===== config.mk =====
export PLATFORM = sky130hd
export DESIGN_NAME = vp9_payload_descriptor_parser
export DESIGN_NICKNAME = d
export VERILOG_FILES = /design/src/rtl/vpd_pkg.sv /design/src/rtl/vp9_payload_descriptor_parser.sv /design/src/rtl/vpd_front.sv /design/src/rtl/vpd_queue.sv
export SDC_FILE = /design/constraint.sdc
export NUM_CORES = 1
export LEC_CHECK = 0
export BUFFER_PORTS_ARGS = -buffer_cell sky130_fd_sc_hd__buf_2
export CELL_PAD_IN_SITES_DETAIL_PLACEMENT = 0
export CELL_PAD_IN_SITES_GLOBAL_PLACEMENT = 1
export CORE_ASPECT_RATIO = 1.1
export CORE_UTILIZATION = 54
export CTS_CLUSTER_SIZE = 12
export DETAILED_ROUTE_END_ITERATION = 10
export PLACE_DENSITY_LB_ADDON = 0.05
export RECOVER_POWER = 25
export SYNTH_ARGS = -nofsm -noshare
export SYNTH_HDL_FRONTEND = slang
export SYNTH_SLANG_ARGS = --single-unit

===== constraint.sdc =====
create_clock -name clk -period 6.9 [get_ports clk]
set_clock_uncertainty 0.05 [all_clocks]
set_input_delay 0.69 -clock clk [delete_from_list [all_inputs] [get_ports clk]]
set_output_delay 0.69 -clock clk [all_outputs]
set_load 0.005 [all_outputs]

===== src/rtl/vpd_pkg.sv =====
// Package for the VP9 payload descriptor parser: phase codes, constants, result record.
package vpd_pkg;

    // Descriptor flag bits of the first byte
    localparam logic [7:0] BIT_I = 8'b1000_0000;
    localparam logic [7:0] BIT_P = 8'b0100_0000;
    localparam logic [7:0] BIT_L = 8'b0010_0000;
    localparam logic [7:0] BIT_F = 8'b0001_0000;
    localparam logic [7:0] BIT_B = 8'b0000_1000;
    localparam logic [7:0] BIT_V = 8'b0000_0010;
    // M bit of picture ID, N bit of reference byte
    localparam logic [7:0] BIT_M = 8'b1000_0000;
    localparam logic [7:0] BIT_N = 8'b0000_0001;

    localparam int unsigned LEN_W = 11;
    localparam logic [LEN_W-1:0] LEN_MAX = {LEN_W{1'b1}};

    // Flexible-mode reference chain limit
    localparam logic [1:0] MAX_REF_PICS = 2'd3;

    // Result queue between parser and output side
    localparam int unsigned Q_DEPTH = 4;
    localparam int unsigned Q_AW    = $clog2(Q_DEPTH);

    typedef enum logic [3:0] {
        PH_FIRST = 4'd0,
        PH_PID1  = 4'd1,
        PH_PID2  = 4'd2,
        PH_LAYER = 4'd3,
        PH_TL0   = 4'd4,
        PH_REFS  = 4'd5,
        PH_SS    = 4'd6,
        PH_RES   = 4'd7,
        PH_NG    = 4'd8,
        PH_PGB   = 4'd9,
        PH_PGREF = 4'd10,
        PH_DONE  = 4'd11
    } phase_t;

    typedef struct packed {
        logic [7:0]       byte_out;
        logic             is_payload;
        logic             packet_end;
        logic             truncated;
        logic             frame_start;
        logic [LEN_W-1:0] descriptor_length;
    } result_t;

endpackage


===== src/rtl/vp9_payload_descriptor_parser.sv =====
// Top level of the VP9 RTP payload descriptor parser.
//
// Input side: one payload byte per transfer (payload_byte, last_byte), taken
// on a clock edge with push high and full low. Bytes of one packet come in
// order, descriptor first; last_byte marks the final one.
// Output side: one result per input byte, oldest first. While empty is low
// the result fields are valid; a transfer completes with pop high.
// Each result carries the byte, whether it is frame data (is_payload), the
// packet end mark, the frame_start (B) bit and the descriptor length so far.
// On the last byte, truncated = 1 says the descriptor was cut: drop packet.
// Latency: a result can be popped the cycle after its byte is pushed.
// Throughput: one byte per cycle while full is low, set by the phase update in
// the parser. A four-entry result queue decouples the two sides: when pop
// stays low the queue fills and full rises after four held results.
// Reset (rst_n low, asynchronous) empties the queue and puts the parser at
// the first descriptor byte of a new packet.
module vp9_payload_descriptor_parser
(
    input  logic                          clk,
    input  logic                          rst_n,
    input  logic                          push,
    output logic                          full,
    input  logic [7:0]                    payload_byte,
    input  logic                          last_byte,
    input  logic                          pop,
    output logic                          empty,
    output logic [7:0]                    byte_out,
    output logic                          is_payload,
    output logic                          packet_end,
    output logic                          truncated,
    output logic                          frame_start,
    output logic [vpd_pkg::LEN_W-1:0]     descriptor_length
);

    logic             accept;
    vpd_pkg::result_t front_res;
    vpd_pkg::result_t head_res;

    // byte is taken only when the queue has room for its result
    assign accept = push && !full;

    vpd_front u_front
    (
        .clk          (clk),
        .rst_n        (rst_n),
        .accept       (accept),
        .payload_byte (payload_byte),
        .last_byte    (last_byte),
        .result       (front_res)
    );

    vpd_queue u_queue
    (
        .clk     (clk),
        .rst_n   (rst_n),
        .wr_en   (accept),
        .wr_data (front_res),
        .full    (full),
        .rd_en   (pop),
        .empty   (empty),
        .rd_data (head_res)
    );

    assign byte_out          = head_res.byte_out;
    assign is_payload        = head_res.is_payload;
    assign packet_end        = head_res.packet_end;
    assign truncated         = head_res.truncated;
    assign frame_start       = head_res.frame_start;
    assign descriptor_length = head_res.descriptor_length;

    a_trunc_end: assert property (@(posedge clk) disable iff (!rst_n)
        !empty |-> !truncated || packet_end)
        else $error("truncated flagged away from packet end");

    a_payload_trunc: assert property (@(posedge clk) disable iff (!rst_n)
        !empty && is_payload && packet_end |-> !truncated)
        else $error("payload byte reported with truncated descriptor");

    a_first_len: assert property (@(posedge clk) disable iff (!rst_n)
        !empty && !is_payload |-> descriptor_length != '0)
        else $error("descriptor byte with zero length");

endmodule


===== src/rtl/vpd_front.sv =====
// Descriptor walker: classifies each accepted byte and builds its result record.
module vpd_front
(
    input  logic              clk,
    input  logic              rst_n,
    input  logic              accept,
    input  logic [7:0]        payload_byte,
    input  logic              last_byte,
    output vpd_pkg::result_t  result
);

    vpd_pkg::phase_t             phase_reg, phase_next;
    logic [7:0]                  flags_reg, flags_next;
    logic [5:0]                  bytes_left_reg, bytes_left_next;
    logic [7:0]                  groups_left_reg, groups_left_next;
    logic [1:0]                  refs_reg, refs_next;
    logic                        gp_reg, gp_next;
    logic [vpd_pkg::LEN_W-1:0]   len_reg, len_next;

    logic                        payload;
    logic                        trunc;
    logic [1:0]                  refs_inc;
    logic [5:0]                  bl_dec;
    logic [7:0]                  grp_dec;
    logic [3:0]                  res_cnt;

    function automatic vpd_pkg::phase_t after_refs(input logic [7:0] f);
        after_refs = ((f & vpd_pkg::BIT_V) != 8'd0) ? vpd_pkg::PH_SS : vpd_pkg::PH_DONE;
    endfunction

    function automatic vpd_pkg::phase_t after_layer(input logic [7:0] f);
        if (((f & vpd_pkg::BIT_P) != 8'd0) && ((f & vpd_pkg::BIT_F) != 8'd0))
        begin
            after_layer = vpd_pkg::PH_REFS;
        end
        else
        begin
            after_layer = after_refs(f);
        end
    endfunction

    function automatic vpd_pkg::phase_t after_pid(input logic [7:0] f);
        after_pid = ((f & vpd_pkg::BIT_L) != 8'd0) ? vpd_pkg::PH_LAYER : after_layer(f);
    endfunction

    function automatic vpd_pkg::phase_t after_first(input logic [7:0] f);
        after_first = ((f & vpd_pkg::BIT_I) != 8'd0) ? vpd_pkg::PH_PID1 : after_pid(f);
    endfunction

    function automatic vpd_pkg::phase_t after_group(input logic [7:0] g);
        after_group = (g == 8'd0) ? vpd_pkg::PH_DONE : vpd_pkg::PH_PGB;
    endfunction

    always_comb
    begin
        payload          = (phase_reg != vpd_pkg::PH_FIRST) && (phase_reg >= vpd_pkg::PH_DONE);
        len_next         = (!payload && len_reg != vpd_pkg::LEN_MAX) ? len_reg + 1'b1 : len_reg;
        phase_next       = phase_reg;
        flags_next       = flags_reg;
        bytes_left_next  = bytes_left_reg;
        groups_left_next = groups_left_reg;
        refs_next        = refs_reg;
        gp_next          = gp_reg;
        refs_inc         = refs_reg + 2'd1;
        bl_dec           = bytes_left_reg - 6'd1;
        grp_dec          = groups_left_reg - 8'd1;
        res_cnt          = {1'b0, payload_byte[7:5]} + 4'd1;

        case (phase_reg)
            vpd_pkg::PH_FIRST:
            begin
                flags_next = payload_byte;
                refs_next  = 2'd0;
                phase_next = after_first(payload_byte);
            end
            vpd_pkg::PH_PID1:
            begin
                phase_next = ((payload_byte & vpd_pkg::BIT_M) != 8'd0) ? vpd_pkg::PH_PID2
                                                                       : after_pid(flags_reg);
            end
            vpd_pkg::PH_PID2:
            begin
                phase_next = after_pid(flags_reg);
            end
            vpd_pkg::PH_LAYER:
            begin
                phase_next = ((flags_reg & vpd_pkg::BIT_F) != 8'd0) ? after_layer(flags_reg)
                                                                    : vpd_pkg::PH_TL0;
            end
            vpd_pkg::PH_TL0:
            begin
                phase_next = after_layer(flags_reg);
            end
            vpd_pkg::PH_REFS:
            begin
                refs_next = refs_inc;
                if (((payload_byte & vpd_pkg::BIT_N) == 8'd0) || refs_inc >= vpd_pkg::MAX_REF_PICS)
                begin
                    phase_next = after_refs(flags_reg);
                end
            end
            vpd_pkg::PH_SS:
            begin
                gp_next = payload_byte[3];
                if (payload_byte[4])
                begin
                    // four resolution bytes per spatial layer
                    bytes_left_next = {res_cnt, 2'b00};
                    phase_next      = vpd_pkg::PH_RES;
                end
                else
                begin
                    phase_next = payload_byte[3] ? vpd_pkg::PH_NG : vpd_pkg::PH_DONE;
                end
            end
            vpd_pkg::PH_RES:
            begin
                bytes_left_next = bl_dec;
                if (bl_dec == 6'd0)
                begin
                    phase_next = gp_reg ? vpd_pkg::PH_NG : vpd_pkg::PH_DONE;
                end
            end
            vpd_pkg::PH_NG:
            begin
                groups_left_next = payload_byte;
                phase_next       = after_group(payload_byte);
            end
            vpd_pkg::PH_PGB:
            begin
                groups_left_next = grp_dec;
                bytes_left_next  = {4'd0, payload_byte[3:2]};
                phase_next       = (payload_byte[3:2] != 2'd0) ? vpd_pkg::PH_PGREF
                                                               : after_group(grp_dec);
            end
            vpd_pkg::PH_PGREF:
            begin
                bytes_left_next = bl_dec;
                if (bl_dec == 6'd0)
                begin
                    phase_next = after_group(groups_left_reg);
                end
            end
            default:
            begin
                phase_next = phase_reg;
            end
        endcase

        // cut inside reference bytes is fine unless the SS still had to come
        if (!last_byte)
        begin
            trunc = 1'b0;
        end
        else if (phase_next == vpd_pkg::PH_REFS)
        begin
            trunc = (flags_next & vpd_pkg::BIT_V) != 8'd0;
        end
        else
        begin
            trunc = phase_next < vpd_pkg::PH_DONE;
        end

        result.byte_out          = payload_byte;
        result.is_payload        = payload;
        result.packet_end        = last_byte;
        result.truncated         = trunc;
        result.frame_start       = (flags_next & vpd_pkg::BIT_B) != 8'd0;
        result.descriptor_length = len_next;
    end

    always_ff @(posedge clk or negedge rst_n)
    begin
        if (!rst_n)
        begin
            phase_reg       <= vpd_pkg::PH_FIRST;
            flags_reg       <= 8'd0;
            bytes_left_reg  <= 6'd0;
            groups_left_reg <= 8'd0;
            refs_reg        <= 2'd0;
            gp_reg          <= 1'b0;
            len_reg         <= '0;
        end
        else if (accept)
        begin
            if (last_byte)
            begin
                phase_reg       <= vpd_pkg::PH_FIRST;
                flags_reg       <= 8'd0;
                bytes_left_reg  <= 6'd0;
                groups_left_reg <= 8'd0;
                refs_reg        <= 2'd0;
                gp_reg          <= 1'b0;
                len_reg         <= '0;
            end
            else
            begin
                phase_reg       <= phase_next;
                flags_reg       <= flags_next;
                bytes_left_reg  <= bytes_left_next;
                groups_left_reg <= groups_left_next;
                refs_reg        <= refs_next;
                gp_reg          <= gp_next;
                len_reg         <= len_next;
            end
        end
    end

    a_restart: assert property (@(posedge clk) disable iff (!rst_n)
        accept && last_byte |=> phase_reg == vpd_pkg::PH_FIRST && len_reg == '0)
        else $error("parser did not restart after packet end");

    a_len_mono: assert property (@(posedge clk) disable iff (!rst_n)
        accept && !last_byte |=> len_reg >= $past(len_reg))
        else $error("descriptor length went backwards inside a packet");

    a_payload_len: assert property (@(posedge clk) disable iff (!rst_n)
        accept && payload |-> len_next == len_reg)
        else $error("payload byte counted as descriptor");

endmodule


===== src/rtl/vpd_queue.sv =====
// Short result queue between the parser and the output side.
module vpd_queue
(
    input  logic              clk,
    input  logic              rst_n,
    input  logic              wr_en,
    input  vpd_pkg::result_t  wr_data,
    output logic              full,
    input  logic              rd_en,
    output logic              empty,
    output vpd_pkg::result_t  rd_data
);

    vpd_pkg::result_t         mem [vpd_pkg::Q_DEPTH];
    logic [vpd_pkg::Q_AW-1:0] wr_ptr_reg;
    logic [vpd_pkg::Q_AW-1:0] rd_ptr_reg;
    logic [vpd_pkg::Q_AW:0]   count_reg;
    logic                     do_wr;
    logic                     do_rd;

    assign full    = count_reg == (vpd_pkg::Q_AW+1)'(vpd_pkg::Q_DEPTH);
    assign empty   = count_reg == '0;
    assign do_wr   = wr_en && !full;
    assign do_rd   = rd_en && !empty;
    assign rd_data = mem[rd_ptr_reg];

    always_ff @(posedge clk)
    begin
        if (do_wr)
        begin
            mem[wr_ptr_reg] <= wr_data;
        end
    end

    always_ff @(posedge clk or negedge rst_n)
    begin
        if (!rst_n)
        begin
            wr_ptr_reg <= '0;
            rd_ptr_reg <= '0;
            count_reg  <= '0;
        end
        else
        begin
            if (do_wr)
            begin
                wr_ptr_reg <= wr_ptr_reg + 1'b1;
            end
            if (do_rd)
            begin
                rd_ptr_reg <= rd_ptr_reg + 1'b1;
            end
            if (do_wr && !do_rd)
            begin
                count_reg <= count_reg + 1'b1;
            end
            else if (do_rd && !do_wr)
            begin
                count_reg <= count_reg - 1'b1;
            end
        end
    end

    a_count_range: assert property (@(posedge clk) disable iff (!rst_n)
        count_reg <= (vpd_pkg::Q_AW+1)'(vpd_pkg::Q_DEPTH))
        else $error("queue count beyond depth");

    a_ptr_gap: assert property (@(posedge clk) disable iff (!rst_n)
        (wr_ptr_reg - rd_ptr_reg) == count_reg[vpd_pkg::Q_AW-1:0])
        else $error("queue pointers disagree with count");

    a_hold: assert property (@(posedge clk) disable iff (!rst_n)
        !empty && !rd_en |=> $stable(rd_data))
        else $error("head entry changed while not read");

endmodule

After elaboration in Yosys (flattened, before gate mapping)
Memories as Yosys holds them, arrays and structs flattened.
Index checks and enable logic that the tools add are counted.
Widths: inputs -> output; s select.
{"block": "totals", "memories": 1, "ff_bits": 46, "ramBits": 92, "out_inout_bits": 25}
{"name": "u_queue.mem", "depth": 4, "width": 23, "read_ports": 1, "rd_clocked_by_memory_dff": 0, "write_ports": 1, "line_no": "vpd_queue.sv:14", "source": "vpd_pkg::result_t mem [vpd_pkg::Q_DEPTH];"}
{"block": "op_classes", "n_reduce_logical": 36, "n_eq_ne": 14, "n_lt_le_gt_ge": 3, "n_addsub": 9, "mux": 40}
{"operator": "$mux 4", "n": 15}
{"operator": "$pmux 4 s11", "n": 1}
{"operator": "$logic_not 8->1", "n": 4}
{"operator": "$mux 11", "n": 2}
{"operator": "$eq 4x3->1 const B", "n": 5}
{"operator": "$pmux 6 s3", "n": 1}
{"operator": "$pmux 8 s2", "n": 1}
{"operator": "$mux 7", "n": 2}
{"operator": "$eq 4x4->1 const B", "n": 3}
{"operator": "$mux 2", "n": 6}
{"operator": "$mux 6", "n": 2}
{"operator": "$add 11x1->11 const B", "n": 1}
{"operator": "$ne 11x11->1 const B", "n": 1}
{"operator": "$logic_and 1x1->1", "n": 9}
{"operator": "$eq 4x2->1 const B", "n": 2}
{"operator": "$mux 8", "n": 1}
{"operator": "$reduce_and 2->1", "n": 4}
{"operator": "$reduce_bool 2->1", "n": 4}
{"operator": "$reduce_bool 4->1", "n": 2}
{"operator": "$sub 8x1->8 const B", "n": 1}
{"operator": "$add 2x1->2 const B", "n": 3}
{"operator": "$logic_not 6->1", "n": 1}
{"operator": "$mux 1", "n": 6}
{"operator": "$mux 3", "n": 2}
{"operator": "other kinds (18)", "n": 23}

Logic depth before layout (Yosys ltp)
{"block": "depth", "ltp_word": 8, "ltp_mapped": 10}

Hierarchy
A second synthesis with hierarchy kept.
{"block": "unflattened", "hier_cells": 527, "hier_area_um2": 6776.5}
{"mod": "vpd_queue", "cells_each": 158, "seq_area_each_um2": 2937.8, "n_inst": 1, "area_per_inst_um2": 3762.4}
{"mod": "vpd_front", "cells_each": 368, "seq_area_each_um2": 925.9, "n_inst": 1, "area_per_inst_um2": 3000.4}
{"mod": "vp9_payload_descriptor_parser", "cells_each": 1, "seq_area_each_um2": 0.0, "n_inst": 1, "area_per_inst_um2": 13.8}

Least setup slack after synthesis
Ideal clock, no wire load.
{"block": "synth_timing", "path_type": "register to output", "from": "reg u_queue.rd_ptr_reg[0] (netlist name)", "to": "out descriptor_length[10] (netlist name)", "path_stages_with_launch": 4, "path_slack_ns": 4.386, "t_arrival_ns": 1.774, "cell_sequence": "dfrtp_1 -> clkbuf_1 -> buf_1 -> mux4_2"}
{"block": "synth_via", "elab_chain_cells": 1}
{"element": "from (decl)", "line_no": "vpd_queue.sv:16", "source": "logic [vpd_pkg::Q_AW-1:0] rd_ptr_reg;"}
{"element": "from (signal assigned)", "line_no": "vpd_queue.sv:51", "source": "rd_ptr_reg <= rd_ptr_reg + 1'b1;"}
{"element": "$mem_v2 4x23"}
{"element": "to (decl)", "line_no": "vp9_payload_descriptor_parser.sv:32", "source": "output logic [vpd_pkg::LEN_W-1:0] descriptor_length"}
No other way between the ends.

Worst setup path after layout
{"block": "layout_timing", "from": "reg u_queue.count_reg[0] (netlist name)", "to": "reg u_queue.count_reg[1] (netlist name)"}
{"block": "layout_via", "elab_chain_cells": 7, "elab_cells_between_ends": 16, "classes_between": "2 x add/sub; 1 x eq/ne; 2 x mux; 11 x reduce/logical"}
{"element": "from (decl)", "line_no": "vpd_queue.sv:17", "source": "logic [vpd_pkg::Q_AW:0] count_reg;"}
{"element": "from (signal assigned)", "line_no": "vpd_queue.sv:55", "source": "count_reg <= count_reg + 1'b1;"}
{"element": "from (signal assigned)", "line_no": "vpd_queue.sv:59", "source": "count_reg <= count_reg - 1'b1;"}
{"element": "branches (longest 7 deep; another with $sub 3x1->3)"}
Several ways; the timed one is not identified. The select of a mux whose other input is x is not followed.
A chain may end at the register's enable or synchronous reset.

==> out/metrics.csv <==
metric,value,unit
#FFs+latches synth,136,
design area,0.00754,mm²
dpl hpwl,9510,µm
Synth Flop Type,edfxtp_1,
Critical Path End,u_queue.count_reg[1],
most frequent cells in the layout,"edfxtp_1, o21ai_0, dfrtp_1",
post-synthesis sequential area ratio,57.9,%
post-synth cell types,67,
Fmax,279,MHz
dpl ws,3280,ps
Initial Utilization,55.4,%
# clock sinks,136,
largest net degree at the start of global routing,45,
final hold slack,442,ps
Clock Pin Slew Worst Setup and Hold Paths,60,ps
critical path peak fanout,21,
RSZ-0062 raised after global routing,false,
Synth Area per Inst,12.7,µm²
setup bufs post-CTS,0,
Slew HR,-68.6,%
Pwr per Cell Area,438,mW/mm²
reg2reg path depth,7,
grt met1 use,33.5,%
min cycle time layout,3590,ps
"reg-to-reg slack, setup",3310,ps
syn nets,554,
max FFs per register,92,
worst hold path class,reg -> reg,
die area,0.0128,mm²
crit start category,flip-flop,
core footprint,0.0120,mm²
Final Hold Fails,0,
setup TNS,0,ps
"Period Utilization, post-route",52.0,%
"IR drop worst, VDD",0.255,mV
row cnt,42,
"Req. time, crit path",7140,ps
Pins Over Slew Limit,45,
"commonest non-fill, non-tap cell in the layout",edfxtp_1,
grt met2 use,40.0,%
H-tree Lvls,4,
CTS tree,yes,
total CTS buffers,17,
# diodes,0,
Leak Pwr,2.78,nW
IO Count,38,
failing checks,"capacitance limit, slew limit",
worst path arrival time,3830,ps
GP Congestion,0.786,
setup violators final,0,
area grow syn2layout,13.0,%
drt via density,6.17,
gr usage total,25.0,%
DRT iter0 DRCs,262,
global-route wire length before repair,23700,µm
vias in the first global route,4392,
most used routing layer,met2,
via count,4445,
worst setup margin,3310,ps
Slew @ Worst Pin,2530,ps
"Remaining Overflow, GRT",0,
hold buffers post-CTS,0,
Remaining DRCs,0,
Synth Instances,527,
initial antenna violation count,0,
warning count from the yosys run,0,
ANT nets after route,0,
WL/cell,20.8,µm
Die Width,108,µm
reg2reg start,u_queue.count_reg[0],
I/O Buffers,37,
CTS max path bufs,2,
CTS resizes,0,
ratio of cells with drive above 1 in the final layout,16.8,%
status,"complete, but fails checks",
met3 GRT Util,5.18,%
Post-synth ARST share,32.4,%
insertion delay to the later sink of the worst-skew pair,410,ps
worst hold path depth,1,
"EDFF count, synth",92,
chip height,119,µm
WL final,15000,µm
CP endpoint kind,flip-flop,
Worst Setup Path Type,reg -> reg,
FF-to-FF End,u_queue.count_reg[1],
max_cap viols,1,
fin nets,580,
worst setup path start,u_queue.count_reg[0],
"Power, Total",3.30,mW
CTS Root Cell,clkbuf_16,
DRT Pass-1 Iters,4,
Area after DPL,0.00694,mm²
Mapped Area,0.00667,mm²
## synthesized netlist by cell type, types with 2 or more instances
| master | n | area (µm²) |
|---|---|---|
| buf_2 | 2 | 10.0 |
| and2_1 | 5 | 31.3 |
| nand3_1 | 6 | 30.0 |
| xor2_1 | 9 | 78.8 |
| mux2_2 | 3 | 33.8 |
| inv_1 | 16 | 60.1 |
| o31ai_1 | 6 | 45.0 |
| a211oi_1 | 3 | 22.5 |
| a22oi_1 | 5 | 37.5 |
| xnor2_1 | 10 | 87.6 |
| o22ai_1 | 6 | 37.5 |
| or4_1 | 2 | 15.0 |
| a21oi_1 | 24 | 120 |
| nor3_1 | 8 | 40.0 |
| nor2b_1 | 8 | 50.1 |
| nand4_1 | 8 | 50.1 |
| o41ai_1 | 2 | 17.5 |
| a22o_1 | 4 | 35.0 |
| nor3b_1 | 9 | 67.6 |
| dfrtp_1 | 44 | 1100 |
| a31oi_1 | 11 | 68.8 |
| o32ai_1 | 2 | 17.5 |
| ha_1 | 13 | 163 |
| and3_1 | 4 | 25.0 |
| nor3_2 | 2 | 20.0 |
| nand2b_1 | 12 | 75.1 |
| o21a_1 | 2 | 15.0 |
| nand3b_1 | 3 | 22.5 |
| nand4bb_1 | 2 | 22.5 |
| clkbuf_1 | 26 | 97.6 |
| o21ai_1 | 4 | 20.0 |
| and3b_1 | 3 | 26.3 |
| o21ai_0 | 46 | 230 |
| nor2_1 | 28 | 105 |
| nor4_1 | 7 | 43.8 |
| a21o_1 | 3 | 22.5 |
| nand2_1 | 31 | 116 |
| o2bb2ai_1 | 4 | 35.0 |
| buf_1 | 3 | 11.3 |
| mux4_2 | 23 | 518 |
| edfxtp_1 | 92 | 2760 |
## logic make-up after synthesis
kind of cell,after synthesis,share of synthesized area [%]
and+or+nand+nor,144,12.1
muxes,27,8.42
adders and majority gates,14,2.74
DFF,136,57.9
AOI/OAI and AO/OA,138,13.4
buffers and inverters,49,2.91
xor gates and xnor gates,19,2.49
## where the power goes
| part | internal, mW | leakage (nW) | switching, mW | total [mW] |
|---|---|---|---|---|
| clock network | 0.579 | 0.292 | 0.358 | 0.936 |
| logic | 0.491 | 1.04 | 0.545 | 1.04 |
| registers | 1.11 | 1.44 | 0.219 | 1.33 |
| total | 2.18 | 2.78 | 1.12 | 3.30 |
## layer usage
layer | up-vias | wire length, µm
li1 | 2084 | -
met1 | 2236 | 6650
met2 | 109 | 7520
met3 | 16 | 546
met4 | 0 | 231
met5 | - | 0
## worst min path at each step
stage                    startpoint                         to  slack (ps)
3_5_place_dp   u_queue.count_reg[2]       u_queue.count_reg[2]         430
3_3_place_gp   u_queue.count_reg[2]       u_queue.count_reg[2]         420
5_1_grt        u_queue.count_reg[2]       u_queue.count_reg[2]         480
6_report       u_queue.count_reg[2]       u_queue.count_reg[2]         440
4_1_cts                       rst_n        u_front.refs_reg[1]         440
2_1_floorplan                 rst_n  u_front.bytes_left_reg[0]         340
## final cells by class
class	instances	area (µm²)
fillers	923	4490
flip-flops and latches	136	3860
multi-input cells	342	2620
clock buffers	18	429
well taps	154	193
clock inverters	14	188
repair buffers	39	188
inverters	17	63.8
## metrics by stage
| step | cells | utilization, % |
|---|---|---|
| after detailed placement | 688 | 57.6 |
| final | 720 | 62.7 |
| after global placement | 688 | 57.6 |
| after global routing | 720 | 62.7 |
| after floorplan | 527 | - |
| after CTS | 720 | 62.8 |
## worst max-delay path, stage by stage, from the launching register on
cell and delay, ps:
dfrtp_1 430, nor3b_1 340, nand2b_1 680, clkinv_1 730, ha_1 470, inv_1 90
fa_1 410, mux2_2 260
No activity file was read; power rests on OpenSTA's default activity.
